===== config.mk =====
export PLATFORM = sky130hd
export DESIGN_NAME = terq_cell
export DESIGN_NICKNAME = d
export VERILOG_FILES = /design/src/hdl/terq_pkg.sv /design/src/hdl/terq_cell.sv
export SDC_FILE = /design/constraint.sdc
export NUM_CORES = 1
export LEC_CHECK = 0
export ABC_AREA = 1
export BUFFER_PORTS_ARGS = -buffer_cell sky130_fd_sc_hd__buf_4
export CELL_PAD_IN_SITES_DETAIL_PLACEMENT = 1
export CELL_PAD_IN_SITES_GLOBAL_PLACEMENT = 1
export CORE_MARGIN = 4
export CORE_UTILIZATION = 26
export DETAILED_ROUTE_END_ITERATION = 7
export HOLD_SLACK_MARGIN = 0.12
export PLACE_DENSITY_LB_ADDON = 0.1
export SLEW_MARGIN = 20
export SYNTH_ARGS = -nofsm -noshare
export SYNTH_HDL_FRONTEND = slang
export SYNTH_SLANG_ARGS = --single-unit

===== constraint.sdc =====
create_clock -name clk_i -period 1.5 [get_ports clk_i]
set_input_delay 0.15 -clock clk_i [delete_from_list [all_inputs] [get_ports clk_i]]
set_output_delay 0.15 -clock clk_i [all_outputs]
set_load 0.05 [all_outputs]

===== src/hdl/terq_pkg.sv =====
package terq_pkg;

  localparam int unsigned TimeBits  = 48;
  localparam int unsigned TagBits   = 16;
  localparam int unsigned KindBits  = 3;
  localparam int unsigned CountBits = 6;
  localparam int unsigned MaxOut    = 32;

  typedef enum logic [1:0] {
    ActAddAbs  = 2'd0,
    ActAddOffs = 2'd1,
    ActTick    = 2'd2,
    ActKill    = 2'd3
  } action_e;

  typedef enum logic [KindBits-1:0] {
    KindAdded    = 3'd0,
    KindRejected = 3'd1,
    KindReleased = 3'd2,
    KindNoneDue  = 3'd3,
    KindCleared  = 3'd4
  } kind_e;

  // per-cell view handed to the controller
  typedef struct packed {
    logic                valid;
    logic                staged;
    logic                due;     // due time at or before current time
    logic [TimeBits-1:0] when;
  } cell_stat_t;

endpackage


===== src/hdl/terq_cell.sv =====
// One slot of the packed table. Shift moves the right neighbour's content in.
module terq_cell #(
  parameter int unsigned TAG_BITS = 16
) (
  input  logic                               clk_i,
  input  logic                               rst_ni,
  input  logic [terq_pkg::TimeBits-1:0]      now_i,
  input  logic                               write_i,
  input  logic [terq_pkg::TimeBits-1:0]      wr_due_i,
  input  logic [TAG_BITS-1:0]                wr_tag_i,
  input  logic                               shift_i,
  input  logic                               nb_valid_i,
  input  logic [terq_pkg::TimeBits-1:0]      nb_due_i,
  input  logic [TAG_BITS-1:0]                nb_tag_i,
  input  logic                               merge_i,
  input  logic                               clear_i,
  output logic                               valid_o,
  output logic [terq_pkg::TimeBits-1:0]      due_o,
  output logic [TAG_BITS-1:0]                tag_o,
  output terq_pkg::cell_stat_t               stat_o
);
  logic                          valid_q, valid_d, staged_q, staged_d;
  logic [terq_pkg::TimeBits-1:0] due_q, due_d;
  logic [TAG_BITS-1:0]           tag_q, tag_d;

  always_comb begin
    valid_d  = valid_q;
    staged_d = staged_q;
    due_d    = due_q;
    tag_d    = tag_q;
    if (clear_i) begin
      valid_d  = 1'b0;
      staged_d = 1'b0;
    end else if (merge_i) begin
      staged_d = 1'b0;
    end else if (write_i) begin
      valid_d  = 1'b1;
      staged_d = 1'b1;
      due_d    = wr_due_i;
      tag_d    = wr_tag_i;
    end else if (shift_i) begin
      valid_d  = nb_valid_i;
      staged_d = 1'b0;
      due_d    = nb_due_i;
      tag_d    = nb_tag_i;
    end
  end

  always_ff @(posedge clk_i or negedge rst_ni) begin
    if (!rst_ni) begin
      valid_q  <= 1'b0;
      staged_q <= 1'b0;
    end else begin
      valid_q  <= valid_d;
      staged_q <= staged_d;
    end
  end

  always_ff @(posedge clk_i) begin
    due_q <= due_d;
    tag_q <= tag_d;
  end

  assign valid_o       = valid_q;
  assign due_o         = due_q;
  assign tag_o         = tag_q;
  assign stat_o.valid  = valid_q;
  assign stat_o.staged = staged_q;
  assign stat_o.due    = valid_q && (due_q <= now_i);
  assign stat_o.when   = due_q;
endmodule


==> results of run 1 <==
[worst max-delay path by stage]
stage / cells after the start / slack, ns / endpoint / from
floorplan: 9 / -0.53 / stat_o[48] / due_o[27]
global placement: 9 / -0.37 / stat_o[48] / due_o[31]
detailed placement: 8 / -0.42 / stat_o[48] / due_o[37]
CTS: 11 / -0.69 / stat_o[48] / due_o[35]
global route: 11 / -0.85 / stat_o[48] / due_o[9]
finish: 11 / -0.74 / stat_o[48] / due_o[9]
[cell usage in the layout, fill, tap and decap left out, types with 2 or more instances in the layout]
cell           count
buf_6              3
a21oi_2            4
ha_4              13
buf_4            357
nor2_1            10
o21ai_1            3
edfxtp_1          64
buf_12             4
nor2_2             3
inv_2              4
a21o_1             2
nand2_2           11
nor2_4             6
o21a_1             2
nand3_2            2
dfrtp_1            2
dlygate4sd3_1    126
clkinv_2           4
clkbuf_16         11
a21oi_1           17
ha_1              35
inv_1             61
nand2_1          238
buf_8              2
[what timing repair did]
item	4_1_cts	5_1_grt
endpoints found under the setup margin	1	125
gates resized for setup	11	29
endpoints found under the hold margin	67	1
gates cloned	0	5
hold buffers	126	1
setup buffers	0	8
pin swaps	5	15
[state kept, by name, indices dropped and copies added (netlist names)]
register  flops
valid_o       1
due_o        48
tag_o        16
staged_q      1
[tightest hold or removal path, cell delays in order]
cell	delay (ns)
buf_4	0.08
nand2_1	0.04
nand2_1	0.08
[final cells by class]
class | count | area share, %
repair buffers | 494 | 45.6
clock buffers | 10 | 2.53
multi-input cells | 355 | 23.6
flip-flops and latches | 66 | 21.8
clock inverters | 6 | 0.635
well taps | 225 | 3.11
inverters | 66 | 2.76
[per-stage QoR]
step           setup TNS [ns]  hold slack [ns]
3_3_place_gp           -0.367          -0.0659
4_1_cts                 -2.12            0.121
5_1_grt                 -1.03            0.130
3_5_place_dp           -0.418          -0.0641
6_report               -0.738            0.132
2_1_floorplan          -19.12           -0.146
[report_power, final]
part	total, W	internal (W)	switching (W)
combinational	0.00276	0.00126	0.00150
sequential	0.00226	0.00218	0.0000778
clock	0.00210	0.00128	0.000824
[per-layer routing]
layer  GRT usage (%)  vias to the layer above  wire [µm]
met2            35.2                      185      10200
met5               0                        -          0
met3            4.44                       20       1360
met4            5.35                        0        313
li1                -                     2573          -
met1            19.1                     2391       6870
[cell families (layout without fill, tap and decap cells)]
| family | after synthesis | count (layout) |
|---|---|---|
| buffers and inverters | 130 | 576 |
| AOI/OAI and AO/OA | 31 | 31 |
| DFF | 66 | 66 |
| and+or+nand+nor | 276 | 276 |
| adders and majority gates | 48 | 48 |
==> results.md, run 1 <==
* # rows at 48
* Dpl cells at 1066
* EDFF count, synth at 64
* Ys flop type: edfxtp_1
* FILL cells at 2018
* R2R Setup Slk at 0.63 ns
* CP Launch Type: flip-flop
* Clock transition at path regs at 0.05 ns
* Layout area overhead at 98.7%
* Syn nets at 782
* CP max-delay cell: edfxtp_1
* Area of the die at 19700 µm²
* Post-synthesis compound-gate area fraction at 3.76%
* P_leak at 4.61 nW
* Die W at 140 µm
* CP Cell Sequence: ha_1 > nand2_1 > nand2_1 > nand3_1 > nand2_1 > a21oi_1 > nand2_2 > nand2_2 > nand3_2 > a21oi_4 > buf_8
* Post-layout min period at 2.24 ns
* Gr usage total at 18.1%
* CTS Buffer Depth at 2
* Initial Util at 26.5%
* Initial drt markers at 108
* Cells after Synth at 551
* Core Region at 17200 µm²
* DRC violations left at 0
* Total power at 0.00712 W
* Fin worst setup slack at -0.738 ns
* Power Density at 786 nW/µm²
* #FFs+latches synth at 66
* Leading area contributor after synthesis: edfxtp_1
* Multi-input logic area at 2130 µm²
* IO Count at 299
* Pre-CTS setup slack at -0.418 ns
* Reg2Reg Capture Point: valid_o
* Worst path required time at 1.35 ns
* RSZ-0062 raised after global routing: yes
* Clock Sinks at 66
* Grt total ovfl at 0
* VDD IR-drop max at 602 µV
* Synth Area in Simple Gates at 24.8%
* Max-cap violations at 0
* HP Start: nb_due_i[7]
* Largest family of logic cells by synthesized area: simple AND/OR/NAND/NOR gates
* Ratio of cells with drive above 1 in the final layout at 43.3%
* Netlist cell types at 26
* Initial antenna violation count at 0
* Post-Syn Area per Cell at 8.27 µm²
* Clock Latency Late Sink at 0.33 ns
* Die Y at 140 µm
* Number of global-route vias before repair at 5679
* PortBufs at 298
* Post-Synth Adder-Cell Area at 13.2%
* Pins over their slew limit at 0
* Max stage delay on crit path at 0.39 ns
* Yosys Warn Count at 0
* Cells on worst reg2reg path at 2
* Root Buffer: clkbuf_16
* DRT Pass-1 Iters at 4
* Mux cell area share after synthesis at 0%
* # diodes at 0
* WL/cell at 15.3 µm
* Xor-xnor portion of the synthesized cell area at 0%
* Hold depth at 3
* Most common cell on crit path: nand2_1
* Max FO, Critical Path at 2
* Largest net degree at the start of global routing at 56
* Worst r2r src: valid_o
* CP arrival at 2.09 ns
* H-tree depth at 3
* Register area at 1970 µm²
* WP buf/inv at 1
* Most common cell in the netlist: nand2_1
* Fin util at 52.6%
* Async SR Flop Fraction at 3.03%
* Status: finished, violations left
* Failing checks: setup timing
* Final Setup Violations at 1
* Final nets at 1223
* Post-synth top cells: nand2_1 (244), edfxtp_1 (64), inv_1 (62)
* RD Place Congestion at 0.790
* Clock Skew at 0 ns
* Final hold violations at 0
* DR vias/cell at 4.23
* HP Class: in2reg
* Setup CP Type: reg2out
* Final ANT Viol Nets at 0
* Area share of the largest cell type after synthesis at 42.2%
* Placed Area at 7120 µm²
* Crit path max-delay family: simple AND/OR/NAND/NOR gates
* First-pass GRT wire length at 28400 µm
* Final Cycle Share at 149%
* Final Instance Area at 9060 µm²
* CP Capture Type: output pin
* F_max at 0.447 GHz
* Worst slew margin at 71.7%
* Hold Crit Endpoint: due_o[7]
* HPWL after DPL at 13300 µm
* CTS tree: yes
* Drt total wl at 18700 µm
* Post-Layout Cell Count at 1222
* Ranking of synthesized cells by area: edfxtp_1 (42%), nand2_1 (20%), ha_1 (13%)
* Via count at 5169
* CTS Buf Count at 9
* Slew @ Worst Pin at 0.425 ns
* Sequential area share after synthesis at 43.2%
* Syn Std Cell Area at 4560 µm²
Note: power is estimated with default switching activity, not from simulation.
==> run 2, diff against run 1 <==
--- a/config.mk
+++ b/config.mk
@@ -14,6 +14,7 @@
 export DETAILED_ROUTE_END_ITERATION = 7
 export HOLD_SLACK_MARGIN = 0.12
 export PLACE_DENSITY_LB_ADDON = 0.1
+export RECOVER_POWER = 50
 export SLEW_MARGIN = 20
 export SYNTH_ARGS = -nofsm -noshare
 export SYNTH_HDL_FRONTEND = slang
==> run 2 against run 1 <==
  * The flow still finishes with violations (setup timing)
  * Combinational power shrank 5%
  * Sequential cell count is the same
  * Non-clock buffer count is the same
  * Total power shrank 1.9%
  * Final area shrank 3.2%
  * Routed wire length shrank 0.15%
  * Global-route usage is the same
  * Sequential power is essentially flat
  * Critical path type unchanged
==> results.md, run 2 (synthesis gave the netlist of run 1 again) <==
* Status: finished, violations left (unchanged)
* Failing checks: setup timing (unchanged)
* Max stage delay on crit path at 0.39 ns (about the same)
* Worst slew margin at 58.0% (was 71.7%)
* Post-Layout Cell Count at 1222 (unchanged)
* Initial antenna violation count at 0 (unchanged)
* Clock Latency Late Sink at 0.33 ns (about the same)
* Cells on worst reg2reg path at 2 (unchanged)
* Largest net degree at the start of global routing at 56 (unchanged)
* CP Launch Type: flip-flop (unchanged)
* Clock transition at path regs at 0.06 ns (was 0.05 ns)
* IO Count at 299 (unchanged)
* Core Region at 17200 µm² (unchanged)
* Initial Util at 26.5% (unchanged)
* Largest register FFs at 48 (unchanged)
* Grt total ovfl at 0 (unchanged)
* Area of the die at 19700 µm² (unchanged)
* WL/cell at 15.3 µm (about the same)
* Gr usage total at 18.1% (unchanged)
* Initial drt markers at 94 (was 108)
* Clock Sinks at 66 (unchanged)
* Number of global-route vias before repair at 5679 (unchanged)
* # rows at 48 (unchanged)
* # diodes at 0 (unchanged)
* Final ANT Viol Nets at 0 (unchanged)
* P_leak at 4.52 nW (was 4.61 nW)
* RD Place Congestion at 0.790 (unchanged)
* Final Cycle Share at 149% (about the same)
* CP Depth at 11 (unchanged)
* RSZ-0062 raised after global routing: yes (unchanged)
* Highest-count cells in the layout ignoring fill and taps: buf_4 (244), nand2_1 (238), dlygate4sd3_1 (126), clkbuf_2 (104), edfxtp_1 (64) (was buf_4 (357), nand2_1 (238), dlygate4sd3_1 (126), edfxtp_1 (64), inv_1 (61))
* HP Class: in2reg (unchanged)
* Slew @ Worst Pin at 0.629 ns (was 0.425 ns)
* Setup CP Type: reg2out (unchanged)
* Die W at 140 µm (unchanged)
* CTS Buffer Depth at 2 (unchanged)
* Final hold violations at 0 (unchanged)
* H-tree depth at 3 (unchanged)
* Most common cell on crit path: nand2_1 (unchanged)
* CTS tree: yes (unchanged)
* DRT Pass-1 Iters at 4 (unchanged)
* VDD IR-drop max at 602 µV (about the same)
* Max FO, Critical Path at 2 (unchanged)
* R2R Setup Slk at 0.64 ns (was 0.63 ns)
* Power Density at 797 nW/µm² (was 786 nW/µm²)
* DR vias/cell at 4.22 (was 4.23)
* WP buf/inv at 1 (unchanged)
* Layout area overhead at 92.3% (was 98.7%)
* CP Launch Point: due_o[9] (unchanged)
* Crit path max-delay family: simple AND/OR/NAND/NOR gates (unchanged)
* Post-layout min period at 2.24 ns (about the same)
* CP Cell Sequence: ha_1 > nand2_1 > nand2_1 > nand3_1 > nand2_1 > a21oi_1 > nand2_2 > nand2_2 > nand3_2 > a21oi_4 > buf_8 (unchanged)
* Fin worst setup slack at -0.737 ns (was -0.738 ns)
* Dpl cells at 1066 (unchanged)
* Final Setup Violations at 60 (was 1)
* Register area at 1970 µm² (unchanged)
* Fin Setup TNS at -11.03 ns (was -0.738 ns)
* CP Capture Point: stat_o[48] (unchanged)
* Worst r2r src: valid_o (unchanged)
* Drt total wl at 18700 µm (about the same)
* Final nets at 1223 (unchanged)
* Multi-input logic area at 2130 µm² (unchanged)
* CP max-delay cell: edfxtp_1 (unchanged)
* Max-cap violations at 0 (unchanged)
* First-pass GRT wire length at 28400 µm (unchanged)
* Ratio of cells with drive above 1 in the final layout at 42.7% (was 43.3%)
* CP arrival at 2.09 ns (about the same)
* Root Buffer: clkbuf_16 (unchanged)
* Placed Area at 7120 µm² (unchanged)
* Clock Skew at 0 ns (unchanged)
* F_max at 0.447 GHz (about the same)
* Most common cell after layout, fill and taps aside: buf_4 (unchanged)
* Pins over their slew limit at 0 (unchanged)
* Die Y at 140 µm (unchanged)
* Total power at 0.00699 W (was 0.00712 W)
* HPWL after DPL at 13300 µm (unchanged)
* CTS Buf Count at 9 (unchanged)
* Via count at 5157 (was 5169)
* DRC violations left at 0 (unchanged)
* CP Capture Type: output pin (unchanged)
* Final Instance Area at 8770 µm² (was 9060 µm²)
* Worst path required time at 1.35 ns (about the same)
* PortBufs at 298 (unchanged)
* FILL cells at 2048 (was 2018)
* Reg2Reg Capture Point: valid_o (unchanged)
[run 2: changes by cell type in the layout (fill, tap and decap cells not counted), sizes merged]
cell | before | now
buf | 366 | 255
clkbuf | 12 | 123
[run 2: tightest hold or removal path, cell delays in order]
cell,delay (ns)
buf_4,0.08
nand2_1,0.07
nand2_1,0.07
[run 2: cell type report]
class / instances / share of cell area [%]
timing repair buffer: 494 / 43.8
multi-input combinational: 355 / 24.4
clock inverter: 6 / 0.657
sequential: 66 / 22.5
tap: 225 / 3.21
clock buffer: 10 / 2.61
inverter: 66 / 2.85
[run 2: where the power goes]
part | internal, W | total, W | switching, W
logic | 0.00113 | 0.00263 | 0.00149
registers | 0.00218 | 0.00226 | 0.0000771
clock network | 0.00128 | 0.00210 | 0.000824
total | 0.00459 | 0.00699 | 0.00240
[run 2: per-layer routing]
metal / GRT usage, % / up-vias / wire length (µm)
met3: 4.44 / 18 / 1320
met4: 5.35 / 0 / 297
met2: 35.2 / 172 / 10200
li1: - / 2573 / -
met5: 0 / - / 0
met1: 19.1 / 2394 / 6890
[run 2: per-stage QoR]
stage / setup slack [ns] / hold slack [ns] / utilization [%]
final: -0.737 / 0.132 / 50.9
after global routing: -0.847 / 0.130 / 50.9
after CTS: -0.695 / 0.121 / 50.8
after detailed placement: -0.418 / -0.0641 / 41.3
after global placement: -0.367 / -0.0659 / 41.3
after floorplan: -0.532 / -0.146 / -
[run 2: repair_timing]
item | CTS | global route
resized for setup | 11 | 29
hold buffers | 126 | 1
hold endpoints to repair | 67 | 1
cloned | 0 | 5
endpoints found under the setup margin | 1 | 125
pin swaps | 5 | 15
buffers inserted | 0 | 8
[run 2: how the worst min path moves through the flow]
stage | startpoint | to | cells past startpoint
5_1_grt | wr_tag_i[13] | tag_o[13] | 3
6_report | wr_tag_i[13] | tag_o[13] | 3
2_1_floorplan | rst_ni | staged_q | 0
3_3_place_gp | rst_ni | staged_q | 1
4_1_cts | wr_due_i[7] | due_o[7] | 3
3_5_place_dp | rst_ni | staged_q | 1
==> run 3, diff against run 2 <==
--- a/config.mk
+++ b/config.mk
@@ -15,6 +15,7 @@
 export HOLD_SLACK_MARGIN = 0.12
 export PLACE_DENSITY_LB_ADDON = 0.1
 export RECOVER_POWER = 50
+export REMOVE_ABC_BUFFERS = 1
 export SLEW_MARGIN = 20
 export SYNTH_ARGS = -nofsm -noshare
 export SYNTH_HDL_FRONTEND = slang
==> run 3 against run 2 <==
  * The run still ends with setup timing left
  * Utilization decreased by 0.42 points
  * Setup slack improved by 0.065 ns
  * Total power decreased by 0.62%
  * Critical path type unchanged
==> results.md, run 3 (synthesis gave the netlist of run 1 again) <==
* Status: finished, violations left (unchanged)
* Failing checks: setup timing (unchanged)
* WL/cell at 14.9 µm (was 15.3 µm)
* Number of global-route vias before repair at 5849 (was 5679)
* Largest register FFs at 48 (unchanged)
* HP Start: nb_due_i[25] (was wr_tag_i[13])
* First-pass GRT wire length at 28300 µm (was 28400 µm)
* DRC violations left at 0 (unchanged)
* Via count at 5207 (was 5157)
* Worst path required time at 1.35 ns (about the same)
* Worst r2r src: valid_o (unchanged)
* Gr usage total at 18.0% (was 18.1%)
* IO Count at 299 (unchanged)
* Worst slew margin at 51.3% (was 58.0%)
* Final Cycle Share at 145% (was 149%)
* Grt total ovfl at 0 (unchanged)
* Final hold violations at 0 (unchanged)
* Core Region at 17200 µm² (unchanged)
* Root Buffer: clkbuf_16 (unchanged)
* RSZ-0062 raised after global routing: yes (unchanged)
* CTS Buffer Depth at 2 (unchanged)
* Clock transition at path regs at 0.06 ns (about the same)
* CP Launch Type: flip-flop (unchanged)
* Final ANT Viol Nets at 0 (unchanged)
* Initial antenna violation count at 0 (unchanged)
* Max FO, Critical Path at 2 (unchanged)
* Pins over their slew limit at 0 (unchanged)
* H-tree depth at 3 (unchanged)
* PortBufs at 298 (unchanged)
* Slew @ Worst Pin at 0.730 ns (was 0.629 ns)
* Clock Skew at 0 ns (unchanged)
* Total power at 0.00695 W (was 0.00699 W)
* CTS tree: yes (unchanged)
* Area of the die at 19700 µm² (unchanged)
* Most common cell after layout, fill and taps aside: buf_4 (unchanged)
* Clock Latency Late Sink at 0.33 ns (about the same)
* # rows at 48 (unchanged)
* CP Capture Type: output pin (unchanged)
* HP Class: in2reg (unchanged)
* CP arrival at 2.02 ns (was 2.09 ns)
* Drt total wl at 18200 µm (was 18700 µm)
* Largest net degree at the start of global routing at 60 (was 56)
* DRT Pass-1 Iters at 4 (unchanged)
* Final Setup Violations at 57 (was 60)
* Ratio of cells with drive above 1 in the final layout at 41.2% (was 42.7%)
* VDD IR-drop max at 503 µV (was 602 µV)
* Highest-count cells in the layout ignoring fill and taps: buf_4 (306), nand2_1 (243), dlygate4sd3_1 (126), edfxtp_1 (64), inv_1 (63) (was buf_4 (244), nand2_1 (238), dlygate4sd3_1 (126), clkbuf_2 (104), edfxtp_1 (64))
* Hold WS at 0.138 ns (was 0.132 ns)
* F_max at 0.460 GHz (was 0.447 GHz)
* Hold Crit Endpoint: due_o[25] (was tag_o[13])
* Final nets at 1220 (was 1223)
* Initial drt markers at 138 (was 94)
* Die Y at 140 µm (unchanged)
* R2R Setup Slk at 0.18 ns (was 0.64 ns)
* CTS Buf Count at 9 (unchanged)
* RD Place Congestion at 0.772 (was 0.790)
* Fin util at 50.4% (was 50.9%)
* Post-layout min period at 2.17 ns (was 2.24 ns)
* HPWL after DPL at 13200 µm (was 13300 µm)
* Hold depth at 3 (unchanged)
* # diodes at 0 (unchanged)
* Setup CP Type: reg2out (unchanged)
* Max-cap violations at 0 (unchanged)
* Reg2Reg Capture Point: valid_o (unchanged)
* Power Density at 799 nW/µm² (was 797 nW/µm²)
* Clock Sinks at 66 (unchanged)
* Fin worst setup slack at -0.672 ns (was -0.737 ns)
* P_leak at 4.51 nW (was 4.52 nW)
* Cells on worst reg2reg path at 3 (was 2)
* Initial Util at 26.5% (unchanged)
* Die W at 140 µm (unchanged)
* DR vias/cell at 4.27 (was 4.22)
* Layout area overhead at 90.7% (was 92.3%)
[run 3: changes by cell type in the layout (fill, tap and decap cells not counted), moves of 4 or more]
| cell | delta |
|---|---|
| buf_12 | -4 |
| buf_4 | +62 |
| clkbuf_2 | -53 |
| ha_1 | +4 |
| ha_4 | -4 |
| nand2_1 | +5 |
| nand2_2 | -5 |
[run 3: repair_timing]
action / 4_1_cts / 5_1_grt
buffers inserted: 5 / 4
pin swaps: 1 / 2
gates resized for setup: 6 / 12
hold buffers: 126 / 0
hold endpoints to repair: 65 / 0
gates cloned: 0 / 0
endpoints found under the setup margin: 1 / 1
[run 3: metrics by stage]
stage / instance area (µm²) / setup slack (ns) / setup TNS, ns / cells
finish: 8690 / -0.672 / -12.58 / 1219
global route: 8690 / -0.811 / -21.55 / 1219
CTS: 8750 / -0.732 / -0.732 / 1215
detailed placement: 7120 / -0.431 / -0.431 / 1068
global placement: 7120 / -0.424 / -0.424 / 1068
floorplan: 4120 / -2.14 / -140.25 / 487
[run 3: cell type report]
cell class,instances,area (µm²)
Fill cell,2048,8540
Timing Repair Buffer,491,3860
Multi-Input combinational cell,355,2040
Sequential cell,66,1970
Tap cell,225,282
Inverter,66,248
Clock buffer,11,233
Clock inverter,5,55.1
[run 3: report_power, final]
group,internal (W),total (W),switching [W],leakage (nW)
clock,0.00128,0.00207,0.000786,0.137
sequential,0.00218,0.00226,0.0000732,0.607
combinational,0.00115,0.00262,0.00147,3.76
[run 3: routing by layer]
layer  track usage [%]  vias to the layer above  routed length, µm
li1                  -                     2558                  -
met1              18.6                     2433               6650
met2              34.6                      193               9750
met3              5.02                       23               1460
met4              6.02                        0                315
met5                 0                        -                  0
[run 3: worst max-delay path: stages (launching register included)]
cell	delay, ns
edfxtp_1	0.43
ha_4	0.30
nand2_2	0.06
nor2_4	0.13
nand2_2	0.09
nor2_4	0.12
inv_2	0.05
nor2_4	0.08
nand2_2	0.06
a21oi_2	0.18
buf_6	0.18
[run 3: worst max path at each step]
stage,startpoint,endpoint,slack (ns),cells after the start
after global placement,due_o[9],stat_o[48],-0.42,11
after detailed placement,due_o[11],stat_o[48],-0.43,9
after global routing,due_o[7],stat_o[48],-0.81,10
after floorplan,clear_i,due_o[0],-2.14,2
final,due_o[47],stat_o[48],-0.67,10
after CTS,due_o[9],stat_o[48],-0.73,11
